### src/rtl/rwy_pkg.sv
// Shared types and constants for the two-class runway scheduler.
// Depends on nothing; rwy_if, rwy_stamp_queue and the top level use it by scoped names.
`default_nettype none

package rwy_pkg;

    // Fixed field widths of the result word and the configuration port.
    localparam int CFG_DATA_W = 16;
    localparam int CFG_IDX_W  = 2;
    localparam int SVC_W      = 12;
    localparam int MAXW_W     = 16;
    localparam int CNT_W      = 24;
    localparam int WAIT_W     = 24;
    localparam int SUM_W      = 40;
    localparam int LEVEL_W    = 7;

    localparam logic [CNT_W-1:0] CNT_MAX = {CNT_W{1'b1}};
    localparam logic [SUM_W-1:0] SUM_MAX = {SUM_W{1'b1}};

    // Configuration register indexes.
    localparam logic [CFG_IDX_W-1:0] CFG_LAND_SERVICE    = 2'd0;
    localparam logic [CFG_IDX_W-1:0] CFG_TAKEOFF_SERVICE = 2'd1;
    localparam logic [CFG_IDX_W-1:0] CFG_MAX_LAND_WAIT   = 2'd2;

    // Event codes of a result word.
    typedef enum logic [1:0] {
        EV_NONE     = 2'd0,
        EV_LANDED   = 2'd1,
        EV_TOOK_OFF = 2'd2,
        EV_CRASH    = 2'd3
    } event_t;

    // Per-tick commands to one stamp queue; push is applied before pop.
    typedef struct packed {
        logic push;
        logic pop;
    } queue_ctrl_t;

endpackage

`default_nettype wire

### src/rtl/rwy_if.sv
// Valid/ready channel interfaces for the tick word and the result word.
// Depends on rwy_pkg for the field widths and the event type.
`default_nettype none

interface rwy_arrival_if;
    logic valid;
    logic ready;
    logic land_arrival;
    logic takeoff_arrival;

    modport source (output valid, output land_arrival, output takeoff_arrival, input ready);
    modport sink   (input valid, input land_arrival, input takeoff_arrival, output ready);
endinterface

interface rwy_result_if;
    logic                                valid;
    logic                                ready;
    rwy_pkg::event_t                     event_res;
    logic [rwy_pkg::WAIT_W-1:0]          wait_ticks;
    logic                                land_dropped;
    logic                                takeoff_dropped;
    logic [rwy_pkg::CNT_W-1:0]           landed_total;
    logic [rwy_pkg::CNT_W-1:0]           takeoff_total;
    logic [rwy_pkg::CNT_W-1:0]           crash_total;
    logic [rwy_pkg::SUM_W-1:0]           land_wait_sum;
    logic [rwy_pkg::SUM_W-1:0]           takeoff_wait_sum;
    logic [rwy_pkg::LEVEL_W-1:0]         land_queue_level;
    logic [rwy_pkg::LEVEL_W-1:0]         takeoff_queue_level;

    modport source (
        output valid, output event_res, output wait_ticks, output land_dropped,
        output takeoff_dropped, output landed_total, output takeoff_total,
        output crash_total, output land_wait_sum, output takeoff_wait_sum,
        output land_queue_level, output takeoff_queue_level, input ready
    );
    modport sink (
        input valid, input event_res, input wait_ticks, input land_dropped,
        input takeoff_dropped, input landed_total, input takeoff_total,
        input crash_total, input land_wait_sum, input takeoff_wait_sum,
        input land_queue_level, input takeoff_queue_level, output ready
    );
endinterface

`default_nettype wire

### src/rtl/rwy_ram.sv
// Generic single-write, single-read RAM with a registered read port.
// Depends on nothing; a read of the address being written returns the old data.
`default_nettype none

module rwy_ram #(
    parameter int WIDTH = 24,
    parameter int DEPTH = 64
) (
    input  wire logic                     clk,
    input  wire logic                     we,
    input  wire logic [$clog2(DEPTH)-1:0] waddr,
    input  wire logic [WIDTH-1:0]         wdata,
    input  wire logic [$clog2(DEPTH)-1:0] raddr,
    output logic      [WIDTH-1:0]         rdata
);

    logic [WIDTH-1:0] mem [DEPTH];

    always_ff @(posedge clk)
    begin
        if (we)
        begin
            mem[waddr] <= wdata;
        end
    end

    always_ff @(posedge clk)
    begin
        rdata <= mem[raddr];
    end

endmodule

`default_nettype wire

### src/rtl/rwy_stamp_queue.sv
// FIFO of arrival stamps with the head stamp always on hand in the current cycle.
// Depends on rwy_pkg and rwy_ram.
`default_nettype none

module rwy_stamp_queue #(
    parameter int DEPTH     = 64,
    parameter int TIME_BITS = 24
) (
    input  wire logic                         clk,
    input  wire logic                         rst_n,
    input  wire rwy_pkg::queue_ctrl_t         ctrl,
    input  wire logic [TIME_BITS-1:0]         push_stamp,
    output logic      [$clog2(DEPTH+1)-1:0]   count,
    output logic                              full,
    output logic      [TIME_BITS-1:0]         head_stamp
);

    localparam int AW = $clog2(DEPTH);
    localparam int CW = $clog2(DEPTH + 1);

    logic [AW-1:0]        head_reg, head_next;
    logic [AW-1:0]        tail_reg, tail_next;
    logic [CW-1:0]        count_reg, count_next;
    logic                 byp_valid_reg, byp_valid_next;
    logic [TIME_BITS-1:0] byp_data_reg;
    logic [TIME_BITS-1:0] ram_rdata;

    function automatic logic [AW-1:0] wrap_inc(input logic [AW-1:0] p);
        logic [AW-1:0] r;
        r = (p == AW'(DEPTH - 1)) ? '0 : p + AW'(1);
        return r;
    endfunction

    always_comb
    begin
        head_next  = ctrl.pop  ? wrap_inc(head_reg) : head_reg;
        tail_next  = ctrl.push ? wrap_inc(tail_reg) : tail_reg;
        count_next = count_reg + CW'(ctrl.push) - CW'(ctrl.pop);
        // The RAM reads the next head while it may be written: forward the stamp.
        byp_valid_next = ctrl.push && (tail_reg == head_next);
    end

    rwy_ram #(
        .WIDTH (TIME_BITS),
        .DEPTH (DEPTH)
    ) u_ram (
        .clk   (clk),
        .we    (ctrl.push),
        .waddr (tail_reg),
        .wdata (push_stamp),
        .raddr (head_next),
        .rdata (ram_rdata)
    );

    always_ff @(posedge clk or negedge rst_n)
    begin
        if (!rst_n)
        begin
            head_reg      <= '0;
            tail_reg      <= '0;
            count_reg     <= '0;
            byp_valid_reg <= 1'b0;
        end
        else
        begin
            head_reg      <= head_next;
            tail_reg      <= tail_next;
            count_reg     <= count_next;
            byp_valid_reg <= byp_valid_next;
        end
    end

    always_ff @(posedge clk)
    begin
        byp_data_reg <= push_stamp;
    end

    // An empty queue can only be popped in the tick that pushes into it.
    assign head_stamp = (count_reg == '0) ? push_stamp
                      : (byp_valid_reg ? byp_data_reg : ram_rdata);
    assign count      = count_reg;
    assign full       = (count_reg == CW'(DEPTH));

endmodule

`default_nettype wire

### src/rtl/two_class_runway_scheduler_unit.sv
// Top level of the two-class runway scheduler.
// Depends on rwy_pkg, rwy_if, rwy_stamp_queue and rwy_ram.
`default_nettype none

// Each word on the arrival channel is one tick of simulated time and carries a
// landing flag and a takeoff flag. Arrivals are stamped with the tick count and
// queued in two FIFOs of QUEUE_DEPTH entries each; an arrival that finds its
// FIFO full is lost and flagged in the result. When the server is free the
// landing head is served first: if its wait is above max_land_wait it counts as
// a crash and the server stays free, otherwise it lands and the server is busy
// for land_service_ticks further ticks. Takeoffs are served only when no landing
// waits. Every tick gives exactly one result word with the event, its wait, the
// drop flags, saturating totals and sums, and both queue levels. The block takes
// one tick word per clock while the result channel is not stalled. A tick word
// is held in the input register and its result word is then loaded into the
// result register, from which it is handed over on the result channel. The FIFO
// memories keep the head stamp on hand for the work of each tick: their registered
// read port prefetches the next head stamp each cycle, with a forwarding register
// for a stamp written the cycle before. A stalled result channel holds the
// pipeline; nothing is lost. The FIFO memories need no clearing after reset.
// Configuration is to be written through cfg_we, cfg_index and cfg_data only
// while the block is idle; the block itself does not enforce this. An index
// beyond the register list is ignored.

module two_class_runway_scheduler_unit #(
    parameter int QUEUE_DEPTH = 64,
    parameter int TIME_BITS   = 24
) (
    input  wire logic                                clk,
    input  wire logic                                rst_n,
    rwy_arrival_if.sink                              arrival,
    rwy_result_if.source                             result,
    input  wire logic                                cfg_we,
    input  wire logic [rwy_pkg::CFG_IDX_W-1:0]       cfg_index,
    input  wire logic [rwy_pkg::CFG_DATA_W-1:0]      cfg_data
);

    localparam int CW    = $clog2(QUEUE_DEPTH + 1);
    localparam int CMP_W = (TIME_BITS > rwy_pkg::MAXW_W) ? TIME_BITS : rwy_pkg::MAXW_W;
    localparam int WX_W  = (TIME_BITS > rwy_pkg::WAIT_W) ? TIME_BITS : rwy_pkg::WAIT_W;

    // Configuration registers.
    logic [rwy_pkg::SVC_W-1:0]  land_svc_reg;
    logic [rwy_pkg::SVC_W-1:0]  takeoff_svc_reg;
    logic [rwy_pkg::MAXW_W-1:0] max_wait_reg;

    // Input register holding one tick word.
    logic in_valid_reg;
    logic in_land_reg;
    logic in_takeoff_reg;

    // Scheduler state.
    logic [TIME_BITS-1:0]       tick_reg, tick_next;
    logic [rwy_pkg::SVC_W-1:0]  busy_reg, busy_next;
    logic [rwy_pkg::CNT_W-1:0]  landed_reg, landed_next;
    logic [rwy_pkg::CNT_W-1:0]  took_off_reg, took_off_next;
    logic [rwy_pkg::CNT_W-1:0]  crash_reg, crash_next;
    logic [rwy_pkg::SUM_W-1:0]  land_sum_reg, land_sum_next;
    logic [rwy_pkg::SUM_W-1:0]  takeoff_sum_reg, takeoff_sum_next;

    // Result register.
    logic                       out_valid_reg;
    rwy_pkg::event_t            event_reg, event_next;
    logic [rwy_pkg::WAIT_W-1:0] wait_reg, wait_next;
    logic                       ldrop_reg, ldrop_next;
    logic                       tdrop_reg, tdrop_next;

    // Queue interfaces.
    rwy_pkg::queue_ctrl_t       land_ctrl, takeoff_ctrl;
    logic [CW-1:0]              land_count, takeoff_count;
    logic                       land_full, takeoff_full;
    logic [TIME_BITS-1:0]       land_head, takeoff_head;

    // Work of the tick in the input register.
    logic                       proc;
    logic                       land_push, takeoff_push;
    logic                       land_avail, takeoff_avail;
    logic                       serve_land, serve_takeoff, crash;
    logic [TIME_BITS-1:0]       land_wait, takeoff_wait, served_wait;
    logic [WX_W-1:0]            wait_wide;
    logic [rwy_pkg::SUM_W:0]    land_sum_add, takeoff_sum_add;
    logic [CW+rwy_pkg::LEVEL_W-1:0] land_level_ext, takeoff_level_ext;

    // A tick is processed when the result register is free or being emptied.
    assign proc          = in_valid_reg && (!out_valid_reg || result.ready);
    assign arrival.ready = !in_valid_reg || proc;

    always_comb
    begin
        land_push     = in_land_reg && !land_full;
        takeoff_push  = in_takeoff_reg && !takeoff_full;
        ldrop_next    = in_land_reg && land_full;
        tdrop_next    = in_takeoff_reg && takeoff_full;

        // Arrivals are queued before service, so a fresh arrival can be served.
        land_avail    = (land_count != '0) || land_push;
        takeoff_avail = (takeoff_count != '0) || takeoff_push;

        serve_land    = (busy_reg == '0) && land_avail;
        serve_takeoff = (busy_reg == '0) && !land_avail && takeoff_avail;

        land_wait     = tick_reg - land_head;
        takeoff_wait  = tick_reg - takeoff_head;
        crash         = serve_land && (CMP_W'(land_wait) > CMP_W'(max_wait_reg));

        if (serve_land)
        begin
            served_wait = land_wait;
        end
        else if (serve_takeoff)
        begin
            served_wait = takeoff_wait;
        end
        else
        begin
            served_wait = '0;
        end

        // A wait too large for the result field shows as the field's maximum.
        wait_wide = WX_W'(served_wait);
        if (wait_wide > WX_W'(rwy_pkg::CNT_MAX))
        begin
            wait_next = rwy_pkg::CNT_MAX;
        end
        else
        begin
            wait_next = wait_wide[rwy_pkg::WAIT_W-1:0];
        end

        if (crash)
        begin
            event_next = rwy_pkg::EV_CRASH;
        end
        else if (serve_land)
        begin
            event_next = rwy_pkg::EV_LANDED;
        end
        else if (serve_takeoff)
        begin
            event_next = rwy_pkg::EV_TOOK_OFF;
        end
        else
        begin
            event_next = rwy_pkg::EV_NONE;
        end

        // The busy countdown stops at zero; service reloads it.
        if (busy_reg != '0)
        begin
            busy_next = busy_reg - rwy_pkg::SVC_W'(1);
        end
        else if (serve_land && !crash)
        begin
            busy_next = land_svc_reg;
        end
        else if (serve_takeoff)
        begin
            busy_next = takeoff_svc_reg;
        end
        else
        begin
            busy_next = '0;
        end

        landed_next   = landed_reg;
        took_off_next = took_off_reg;
        crash_next    = crash_reg;
        if (serve_land && !crash && (landed_reg != rwy_pkg::CNT_MAX))
        begin
            landed_next = landed_reg + rwy_pkg::CNT_W'(1);
        end
        if (crash && (crash_reg != rwy_pkg::CNT_MAX))
        begin
            crash_next = crash_reg + rwy_pkg::CNT_W'(1);
        end
        if (serve_takeoff && (took_off_reg != rwy_pkg::CNT_MAX))
        begin
            took_off_next = took_off_reg + rwy_pkg::CNT_W'(1);
        end

        // Crashes are part of the landing wait sum as well.
        land_sum_add    = {1'b0, land_sum_reg} + (rwy_pkg::SUM_W+1)'(land_wait);
        takeoff_sum_add = {1'b0, takeoff_sum_reg} + (rwy_pkg::SUM_W+1)'(takeoff_wait);
        land_sum_next    = land_sum_reg;
        takeoff_sum_next = takeoff_sum_reg;
        if (serve_land)
        begin
            land_sum_next = (land_sum_add >= {1'b0, rwy_pkg::SUM_MAX})
                          ? rwy_pkg::SUM_MAX : land_sum_add[rwy_pkg::SUM_W-1:0];
        end
        if (serve_takeoff)
        begin
            takeoff_sum_next = (takeoff_sum_add >= {1'b0, rwy_pkg::SUM_MAX})
                             ? rwy_pkg::SUM_MAX : takeoff_sum_add[rwy_pkg::SUM_W-1:0];
        end

        tick_next = tick_reg + TIME_BITS'(1);

        land_ctrl.push    = proc && land_push;
        land_ctrl.pop     = proc && serve_land;
        takeoff_ctrl.push = proc && takeoff_push;
        takeoff_ctrl.pop  = proc && serve_takeoff;
    end

    rwy_stamp_queue #(
        .DEPTH     (QUEUE_DEPTH),
        .TIME_BITS (TIME_BITS)
    ) u_land_queue (
        .clk        (clk),
        .rst_n      (rst_n),
        .ctrl       (land_ctrl),
        .push_stamp (tick_reg),
        .count      (land_count),
        .full       (land_full),
        .head_stamp (land_head)
    );

    rwy_stamp_queue #(
        .DEPTH     (QUEUE_DEPTH),
        .TIME_BITS (TIME_BITS)
    ) u_takeoff_queue (
        .clk        (clk),
        .rst_n      (rst_n),
        .ctrl       (takeoff_ctrl),
        .push_stamp (tick_reg),
        .count      (takeoff_count),
        .full       (takeoff_full),
        .head_stamp (takeoff_head)
    );

    always_ff @(posedge clk or negedge rst_n)
    begin
        if (!rst_n)
        begin
            land_svc_reg    <= rwy_pkg::SVC_W'(4);
            takeoff_svc_reg <= rwy_pkg::SVC_W'(2);
            max_wait_reg    <= rwy_pkg::MAXW_W'(20);
        end
        else if (cfg_we)
        begin
            unique case (cfg_index)
                rwy_pkg::CFG_LAND_SERVICE:    land_svc_reg    <= cfg_data[rwy_pkg::SVC_W-1:0];
                rwy_pkg::CFG_TAKEOFF_SERVICE: takeoff_svc_reg <= cfg_data[rwy_pkg::SVC_W-1:0];
                rwy_pkg::CFG_MAX_LAND_WAIT:   max_wait_reg    <= cfg_data;
                default:
                begin
                end
            endcase
        end
    end

    always_ff @(posedge clk or negedge rst_n)
    begin
        if (!rst_n)
        begin
            in_valid_reg    <= 1'b0;
            out_valid_reg   <= 1'b0;
            tick_reg        <= '0;
            busy_reg        <= '0;
            landed_reg      <= '0;
            took_off_reg    <= '0;
            crash_reg       <= '0;
            land_sum_reg    <= '0;
            takeoff_sum_reg <= '0;
        end
        else
        begin
            if (arrival.valid && arrival.ready)
            begin
                in_valid_reg <= 1'b1;
            end
            else if (proc)
            begin
                in_valid_reg <= 1'b0;
            end

            if (proc)
            begin
                out_valid_reg   <= 1'b1;
                tick_reg        <= tick_next;
                busy_reg        <= busy_next;
                landed_reg      <= landed_next;
                took_off_reg    <= took_off_next;
                crash_reg       <= crash_next;
                land_sum_reg    <= land_sum_next;
                takeoff_sum_reg <= takeoff_sum_next;
            end
            else if (result.ready)
            begin
                out_valid_reg <= 1'b0;
            end
        end
    end

    always_ff @(posedge clk)
    begin
        if (arrival.valid && arrival.ready)
        begin
            in_land_reg    <= arrival.land_arrival;
            in_takeoff_reg <= arrival.takeoff_arrival;
        end
        if (proc)
        begin
            event_reg <= event_next;
            wait_reg  <= wait_next;
            ldrop_reg <= ldrop_next;
            tdrop_reg <= tdrop_next;
        end
    end

    // Totals, sums and levels change only when a result is loaded, so the
    // state registers feed the result word directly.
    assign land_level_ext    = {{rwy_pkg::LEVEL_W{1'b0}}, land_count};
    assign takeoff_level_ext = {{rwy_pkg::LEVEL_W{1'b0}}, takeoff_count};

    assign result.valid               = out_valid_reg;
    assign result.event_res           = event_reg;
    assign result.wait_ticks          = wait_reg;
    assign result.land_dropped        = ldrop_reg;
    assign result.takeoff_dropped     = tdrop_reg;
    assign result.landed_total        = landed_reg;
    assign result.takeoff_total       = took_off_reg;
    assign result.crash_total         = crash_reg;
    assign result.land_wait_sum       = land_sum_reg;
    assign result.takeoff_wait_sum    = takeoff_sum_reg;
    assign result.land_queue_level    = land_level_ext[rwy_pkg::LEVEL_W-1:0];
    assign result.takeoff_queue_level = takeoff_level_ext[rwy_pkg::LEVEL_W-1:0];

endmodule

`default_nettype wire
### src/flat_wrapper.sv
// flat-port wrapper written by rule: the top's interface ports become plain ports
module two_class_runway_scheduler_unit_flat 
#(
    parameter int QUEUE_DEPTH = 64,
    parameter int TIME_BITS   = 24
)
  (clk, rst_n, cfg_we, cfg_index, cfg_data, arrival_valid, arrival_land_arrival, arrival_takeoff_arrival, arrival_ready, result_valid, result_event_res, result_wait_ticks, result_land_dropped, result_takeoff_dropped, result_landed_total, result_takeoff_total, result_crash_total, result_land_wait_sum, result_takeoff_wait_sum, result_land_queue_level, result_takeoff_queue_level, result_ready);
  rwy_arrival_if arrival_i ();
  rwy_result_if result_i ();
  input  wire logic clk;
  input  wire logic rst_n;
  input  wire logic cfg_we;
  input  wire logic [rwy_pkg::CFG_IDX_W-1:0] cfg_index;
  input  wire logic [rwy_pkg::CFG_DATA_W-1:0] cfg_data;
  input wire logic [$bits(arrival_i.valid)-1:0] arrival_valid;
  input wire logic [$bits(arrival_i.land_arrival)-1:0] arrival_land_arrival;
  input wire logic [$bits(arrival_i.takeoff_arrival)-1:0] arrival_takeoff_arrival;
  output wire logic [$bits(arrival_i.ready)-1:0] arrival_ready;
  output wire logic [$bits(result_i.valid)-1:0] result_valid;
  output wire logic [$bits(result_i.event_res)-1:0] result_event_res;
  output wire logic [$bits(result_i.wait_ticks)-1:0] result_wait_ticks;
  output wire logic [$bits(result_i.land_dropped)-1:0] result_land_dropped;
  output wire logic [$bits(result_i.takeoff_dropped)-1:0] result_takeoff_dropped;
  output wire logic [$bits(result_i.landed_total)-1:0] result_landed_total;
  output wire logic [$bits(result_i.takeoff_total)-1:0] result_takeoff_total;
  output wire logic [$bits(result_i.crash_total)-1:0] result_crash_total;
  output wire logic [$bits(result_i.land_wait_sum)-1:0] result_land_wait_sum;
  output wire logic [$bits(result_i.takeoff_wait_sum)-1:0] result_takeoff_wait_sum;
  output wire logic [$bits(result_i.land_queue_level)-1:0] result_land_queue_level;
  output wire logic [$bits(result_i.takeoff_queue_level)-1:0] result_takeoff_queue_level;
  input wire logic [$bits(result_i.ready)-1:0] result_ready;
  assign arrival_i.valid = arrival_valid;
  assign arrival_i.land_arrival = arrival_land_arrival;
  assign arrival_i.takeoff_arrival = arrival_takeoff_arrival;
  assign arrival_ready = arrival_i.ready;
  assign result_valid = result_i.valid;
  assign result_event_res = result_i.event_res;
  assign result_wait_ticks = result_i.wait_ticks;
  assign result_land_dropped = result_i.land_dropped;
  assign result_takeoff_dropped = result_i.takeoff_dropped;
  assign result_landed_total = result_i.landed_total;
  assign result_takeoff_total = result_i.takeoff_total;
  assign result_crash_total = result_i.crash_total;
  assign result_land_wait_sum = result_i.land_wait_sum;
  assign result_takeoff_wait_sum = result_i.takeoff_wait_sum;
  assign result_land_queue_level = result_i.land_queue_level;
  assign result_takeoff_queue_level = result_i.takeoff_queue_level;
  assign result_i.ready = result_ready;
  two_class_runway_scheduler_unit #(.QUEUE_DEPTH(QUEUE_DEPTH), .TIME_BITS(TIME_BITS)) u_core (.clk(clk), .rst_n(rst_n), .arrival(arrival_i), .result(result_i), .cfg_we(cfg_we), .cfg_index(cfg_index), .cfg_data(cfg_data));
endmodule
### config.mk
export PLATFORM = sky130hd
export DESIGN_NAME = two_class_runway_scheduler_unit_flat
export DESIGN_NICKNAME = d
export VERILOG_FILES = /design/src/rtl/rwy_pkg.sv /design/src/rtl/rwy_if.sv /design/src/rtl/rwy_ram.sv /design/src/rtl/rwy_stamp_queue.sv /design/src/rtl/two_class_runway_scheduler_unit.sv /design/src/flat_wrapper.sv
export SDC_FILE = /design/constraint.sdc
export NUM_CORES = 2
export LEC_CHECK = 0
export BUFFER_PORTS_ARGS = -buffer_cell sky130_fd_sc_hd__clkbuf_2
export CORE_ASPECT_RATIO = 0.8
export CORE_MARGIN = 2
export CORE_UTILIZATION = 54
export DETAILED_ROUTE_END_ITERATION = 6
export PLACE_DENSITY = 0.68
export REMOVE_ABC_BUFFERS = 1
export SLEW_MARGIN = 30
export SYNTH_ARGS = -nofsm -noshare
export SYNTH_HDL_FRONTEND = slang
export SYNTH_SLANG_ARGS = --single-unit
### constraint.sdc
create_clock -name clk -period 9 [get_ports clk]
set_clock_uncertainty 0.2 [all_clocks]
set_input_delay 1.35 -clock clk [delete_from_list [all_inputs] [get_ports clk]]
set_output_delay 1.35 -clock clk [all_outputs]
set_load 0.1 [all_outputs]
## Word-level counts from Yosys, hierarchy flattened

Memories as Yosys holds them, arrays and structs flattened. A register that Yosys moved wholly into a read port is not among the register bits.
Index checks and enable logic that the tools add are counted.

- Bits of input ports: 25
- Memories: 2
- Register bits after elaboration: 324
- Logic and storage cells: 139
- Output and inout bits: 196
- Memory bits (writable): 3,072

Memory list:

| name | words | width | read ports | clocked after Yosys merged registers in | write ports | RTL line | source |
|---|---|---|---|---|---|---|---|
| u_core.u_land_queue.u_ram.mem | 64 | 24 | 1 | 1 | 1 | rwy_ram.sv:17 | `logic [WIDTH-1:0] mem [DEPTH];` |
| u_core.u_takeoff_queue.u_ram.mem | 64 | 24 | 1 | 1 | 1 | rwy_ram.sv:17 |  |

- Magnitude comparators: 4
- Equality and inequality tests: 13
- Muxes and demuxes: 27
- Reductions and logical operators: 48
- $add $sub $neg: 17

Operators by type and width:

| operator | count |
|---|---|
| 2-to-1 mux 24 bit | 6 |
| adder 24 x 1 -> 24 bit, second input constant | 4 |
| adder 40 x 24 -> 41 bit | 2 |
| greater-or-equal comparator 41 x 40 -> 1 bit, second input constant | 2 |
| 2-to-1 mux 40 bit | 2 |
| != test 24 bit, second input constant | 3 |
| subtractor 24 bit | 2 |
| 2-to-1 mux 12 bit | 3 |
| 2-to-1 mux 6 bit | 6 |
| adder 6 x 1 -> 6 bit, second input constant | 4 |
| == test 6 bit, second input constant | 4 |
| greater-than comparator 24 x 16 -> 1 bit | 1 |
| greater-than comparator 24 bit, second input constant | 1 |
| logical AND 1 bit | 20 |
| AND reduction 2 bit | 8 |
| adder 7 x 1 -> 7 bit | 2 |
| == test 7 bit, second input constant | 2 |
| zero test 7 bit | 2 |
| nonzero test 7 bit | 2 |
| subtractor 7 x 1 -> 7 bit | 2 |
| == test 6 bit | 2 |
| zero test 12 bit | 1 |
| nonzero test 12 bit | 1 |
| subtractor 12 x 1 -> 12 bit, second input constant | 1 |
| other kinds (9) | 26 |

## Longest topological paths before layout

- Depth after elaboration: 11
- Depth in mapped cells: 34

## Cells and area by module

Synthesis repeated with hierarchy kept, for this count alone.

- Cells, all modules: 7,709
- Area total of the unflattened synthesis: 141,210.4 um^2

Modules (own cells, without submodules):

| module | area an instance (um^2) | sequential area each (um^2) | cells an instance | instances |
|---|---|---|---|---|
| rwy_ram | 59,295.6 | 46,604.7 | 2,610 | 2 |
| two_class_runway_scheduler_unit | 18,102.4 | 6,661.4 | 2,007 | 1 |
| rwy_stamp_queue | 2,258.4 | 980.9 | 241 | 2 |

## Least setup slack after synthesis

OpenSTA, ideal clock, no wires.

- Kind: register to register
- Start: register u_core.u_takeoff_queue.count_reg[4], in the netlist u_core.u_takeoff_queue.count[4]
- End: register u_core.takeoff_sum_reg, in the netlist u_core.result.takeoff_wait_sum[10]
- Path slack: 0.938 ns
- Stages on the path, launching flop included: 33
- Data arrival time: 7.795 ns
- Data required time: 8.733 ns
- Library setup time: 0.067 ns
- Cell sequence: dfrtp_1 -> inv_1 -> ha_1 -> and4bb_2 -> nor2b_1 -> clkbuf_1 -> clkbuf_1 -> nor2_1 -> a21oi_1 -> ha_1 -> nor2b_1 -> o31a_1 -> o211ai_1 -> a21oi_1 -> o41ai_1 -> o21ai_0 -> o41ai_1 -> nor2_1 -> a2111oi_0 -> xnor2_1 -> ha_1 -> a21oi_1 -> nor2_1 -> a2111oi_0 -> nand4b_1 -> nor4_1 -> and4_1 -> nand4_1 -> nor4_1 -> nand4_1 -> o31ai_2 -> clkbuf_1 -> o22a_1

- Word-level cells in the longest chain between the ends: 6
- Elaborated cells between the ends (all ways): 13
- Those cells by class: add/sub: 2; order compare: 1; eq/ne: 1; mux: 2; reduce/logical: 7

Ends and longest elaborated chain:

| element | RTL line | source |
|---|---|---|
| from (decl) | rwy_stamp_queue.sv:23 | `logic [CW-1:0] count_reg, count_next;` |
| from (signal assigned) | rwy_stamp_queue.sv:68 | `count_reg <= count_next;` |
| zero test 7 bit / == test 7 bit (equally long branches) | rwy_stamp_queue.sv:79, rwy_stamp_queue.sv:82 |  |
| 2-to-1 mux 24 bit / zero test 1 bit (equally long branches) | rwy_stamp_queue.sv:79, two_class_runway_scheduler_unit.sv:91 |  |
| subtractor 24 bit / logical AND 1 bit (equally long branches) | two_class_runway_scheduler_unit.sv:103, two_class_runway_scheduler_unit.sv:91 |  |
| adder 40 x 24 -> 41 bit / logical OR 1 bit (equally long branches) | two_class_runway_scheduler_unit.sv:183, two_class_runway_scheduler_unit.sv:97 |  |
| greater-or-equal comparator 41 x 40 -> 1 bit / logical AND 1 bit (equally long branches) | two_class_runway_scheduler_unit.sv:193, two_class_runway_scheduler_unit.sv:100 |  |
| 2-to-1 mux 40 bit / AND reduction 2 bit (equally long branches) | n/a |  |
| to (signal assigned) | two_class_runway_scheduler_unit.sv:286 | `takeoff_sum_reg <= takeoff_sum_next;` |
| to (decl) | two_class_runway_scheduler_unit.sv:59 | `logic [rwy_pkg::SUM_W-1:0] takeoff_sum_reg, takeoff_sum_next;` |

Several ways; a longest one is shown, not always the timed one.
A chain may end at the register's enable or synchronous reset.

## Worst setup path after layout

- Start: register u_core.u_takeoff_queue.count_reg[5], in the netlist u_core.u_takeoff_queue.count[5]
- End: register u_core.takeoff_sum_reg, in the netlist u_core.result.takeoff_wait_sum[1]

The elaborated chain is that of the path after synthesis.

==> reports/results.tsv <==
stage	metric	value	unit
outcome	status	complete, no violations	
sta	worst slew pin tran	1.20	ns
sta	Max Fclk	0.121	GHz
sta	min Tclk post-route	8.26	ns
route	DR WL/cell	29.0	µm
logic_synthesis	EDFF count, synth	3102	
setup_path	worst stage delay on the critical path	0.48	ns
logic_synthesis	post-synth top area share	66.1	%
floorplanning	Starting Density	54.4	%
logic_synthesis	synth unique cells	96	
route	ANT nets after route	0	
route	routed via count	81507	
logic_synthesis	largest cells by area after synthesis	edfxtp_1 (66%), mux4_2 (8.4%), dfrtp_1 (4.7%)	
global_routing	gr usage total	27.8	%
pwr	maximum VDD drop	0.000251	V
setup_path	CP Launch Type	register	
sta	Slew Viols, Final	0	
sta	Rel. slew slack	19.8	%
layout	Largest regs	u_core.u_land_queue.u_ram.mem: 1536 flops, u_core.u_takeoff_queue.u_ram.mem: 1536 flops	
sta	final worst-path setup slack	0.741	ns
setup_path	crit-path most repeated cell	a21oi_1	
global_routing	initial antenna violation count	17	
sta	fin crit share	91.8	%
logic_synthesis	Post-Syn Area	141000	µm²
place	GP Congestion	0.899	
route	final WL	373	mm
sta	Setup-failing EPs final	0	
logic_synthesis	Post-synth ARST share	7.84	%
clock_tree	CTS tree	yes	
layout	layout cell share with drive strength beyond 1	18.4	%
clock_tree	Post-CTS Repair Setup Buffers	0	
route	Post-route DRC	0	
setup_path	WS Path Type	register to register	
clock_tree	H-Tree Depth	5	
global_routing	vias in the first global route	78134	
clock_tree	hold_buf cts	0	
floorplanning	Die Width	575	µm
floorplanning	Die Y	461	µm
layout	final std cells w/o fill	12869	
route	Pre-Repair DR Iteration Count	6	
sta	worst hold slack	0.151	ns
place	Port Buf Inserts	220	
logic_synthesis	part of the Yosys area used for sequential elements	72.0	%
job	max-cap violations	0	
setup_path	Crit Path Max Fanout	38	
setup_path	crit path DAT	8.83	ns
clock_tree	clock latency at the later pin of the worst-skew pair	0.88	ns
logic_synthesis	ys flop type	edfxtp_1	
clock_tree	Root Driver	clkbuf_16	
setup_path	slowest cell on the critical path	o41ai_2	
place	placed cell count	12254	
hold_path	Min-Delay Path Class	primary input to asynchronous set/reset pin	
global_routing	largest net degree at the start of global routing	194	
logic_synthesis	Synth warnings	0	
floorplanning	Boundary Pins	221	
floorplanning	Core Rows	167	
route	Initial DRC Count	11509	
global_routing	first-pass GRT wire length	540	mm
pwr	Pleak	53.7	nW
clock_tree	CTS buffer count	337	
floorplanning	Placeable Area	259000	µm²
layout	Area Overhead vs Synth	12.0	%
logic_synthesis	Synth area leader	edfxtp_1	
clock_tree	Worst-path clk slew	0.06	ns
clock_tree	Max clock buf depth	4	
clock_tree	CTS Sinks	3444	
logic_synthesis	Syn Inst Count	8816	
logic_synthesis	FF+latch count, synth	3444	
floorplanning	die area	265000	µm²
place	placed wire-length estimate	212	mm
setup_path	Worst Path Required	9.57	ns
layout	nets@finish	9299	
sta	Hold Vio Cnt, Final	0	
sta	RSZ-0062 raised after global routing	no	
global_routing	gr ovfl total	0	
setup_path	crit end category	register	
route	Vias per Instance	6.33	
pwr	Pwr per Cell Area	261	nW/µm²
place	Setup WS pre-CTS	0.783	ns
logic_synthesis	syn_area_per_cell	16.0	µm²
## layout by cell type (no fill, tap or decap), drive strengths merged, types with 53 or more instances in the layout
cell type and count:
a21oi 176, a311oi 143, a31oi 70, and3 123, buf 246, clkbuf 645
clkinv 143, dfrtp 266, dfxtp 72, edfxtp 3102, ha 137, inv 101
mux2i 270, mux4 528, nand2 1346, nand3 734, nor2 336, nor3 53
o21ai 80, xnor2 143, xor2 72
## layout make-up
type                    count  area (µm²)
flip-flops and latches   3444      101000
fillers                 18761      101000
multi-input cells        4787       37500
clock buffers             426        9080
well taps                3464        4330
repair buffers            465        3440
clock inverters           181        1580
inverters                  96         380
diodes                      6        15.0
## per-layer routing
layer  wire length (µm)  part of all wire [%]  GRT usage (%)  up-vias
met5                 46                 0.012              0        -
met3              39100                    10           5.25      568
li1                   -                     -              -    34760
met4              10100                   2.7           7.64        6
met2             167000                    45           41.3     4402
met1             156000                    42           42.4    41771
## through the flow
stage	utilization [%]	setup TNS (ns)	power, W	instance area, µm²
floorplan	-	-2014.48	0.0248	139000
global placement	56.7	0	0.0274	147000
detailed placement	56.7	0	0.0276	147000
CTS	60.9	0	0.0412	158000
global route	60.9	0	0.0427	158000
finish	60.9	0	0.0412	158000
## final timing paths
path                                                 start                           endpoint  slack (ns)  cells past startpoint
max in group asynchronous                            rst_n    u_core.u_takeoff_queue.count[1]        6.94                      3
setup / recovery           u_core.u_takeoff_queue.count[5]  u_core.result.takeoff_wait_sum[1]        0.74                     31
setup reg to reg           u_core.u_takeoff_queue.count[5]  u_core.result.takeoff_wait_sum[1]        0.74                     31
min in group clk              u_core.result.crash_total[8]       u_core.result.crash_total[8]        0.30                      1
hold reg to reg               u_core.result.crash_total[8]       u_core.result.crash_total[8]        0.30                      1
hold / removal                                       rst_n     u_core.result.takeoff_total[4]        0.15                      1
## logic make-up (layout without fill, tap and decap cells)
kind of cell               count (synthesis)  count (layout)  synth area share (%)
other                                      0               6                     0
xor gates and xnor gates                 215             215                  1.34
muxes                                    850             850                  10.8
AOI/OAI and AO/OA                        768             768                  3.86
adders and majority gates                143             143                  1.30
DFF                                     3444            3444                  72.0
buffers and inverters                    585            1168                  1.83
and+or+nand+nor                         2811            2811                  8.93
## where the power goes
| part | leakage [nW] | total (W) | switching, W | internal, W |
|---|---|---|---|---|
| combinational | 16.1 | 0.00861 | 0.00600 | 0.00261 |
| sequential | 32.4 | 0.0188 | 0.000624 | 0.0182 |
| clock | 5.19 | 0.0138 | 0.00597 | 0.00781 |
## critical path, delay by kind of cell (launching register included)
family / cells / cell delay [ns]
compound gates: 13 / 3.62
xor+xnor: 1 / 0.28
fa+ha+maj: 3 / 0.82
buf+inv: 3 / 0.72
flops: 1 / 0.40
simple gates: 11 / 2.13
## synthesized netlist by cell type (11+ instances only)
| cell type | count |
|---|---|
| a211oi_1 | 41 |
| a21o_1 | 29 |
| a21oi_1 | 174 |
| a22o_1 | 22 |
| a22oi_1 | 49 |
| a311oi_1 | 143 |
| a31oi_1 | 70 |
| a32o_1 | 23 |
| and2_1 | 17 |
| and3_1 | 123 |
| and4_1 | 11 |
| buf_1 | 41 |
| buf_2 | 149 |
| buf_4 | 36 |
| clkbuf_1 | 254 |
| dfrtp_1 | 266 |
| dfxtp_1 | 72 |
| edfxtp_1 | 3102 |
| ha_1 | 137 |
| inv_1 | 93 |
| mux2_2 | 52 |
| mux2i_1 | 270 |
| mux4_2 | 528 |
| nand2_1 | 1345 |
| nand2b_1 | 20 |
| nand3_1 | 734 |
| nand4_1 | 51 |
| nor2_1 | 336 |
| nor2b_1 | 25 |
| nor3_1 | 44 |
| nor4_1 | 14 |
| o21a_1 | 18 |
| o21ai_0 | 78 |
| o21bai_1 | 14 |
| o22a_1 | 25 |
| or3_1 | 36 |
| xnor2_1 | 143 |
| xor2_1 | 72 |
## repair_timing
action,CTS,global route
hold endpoints to repair,0,0
setup endpoints to repair,0,11
gates resized for setup,0,1
(Power assumes the default switching activity.)
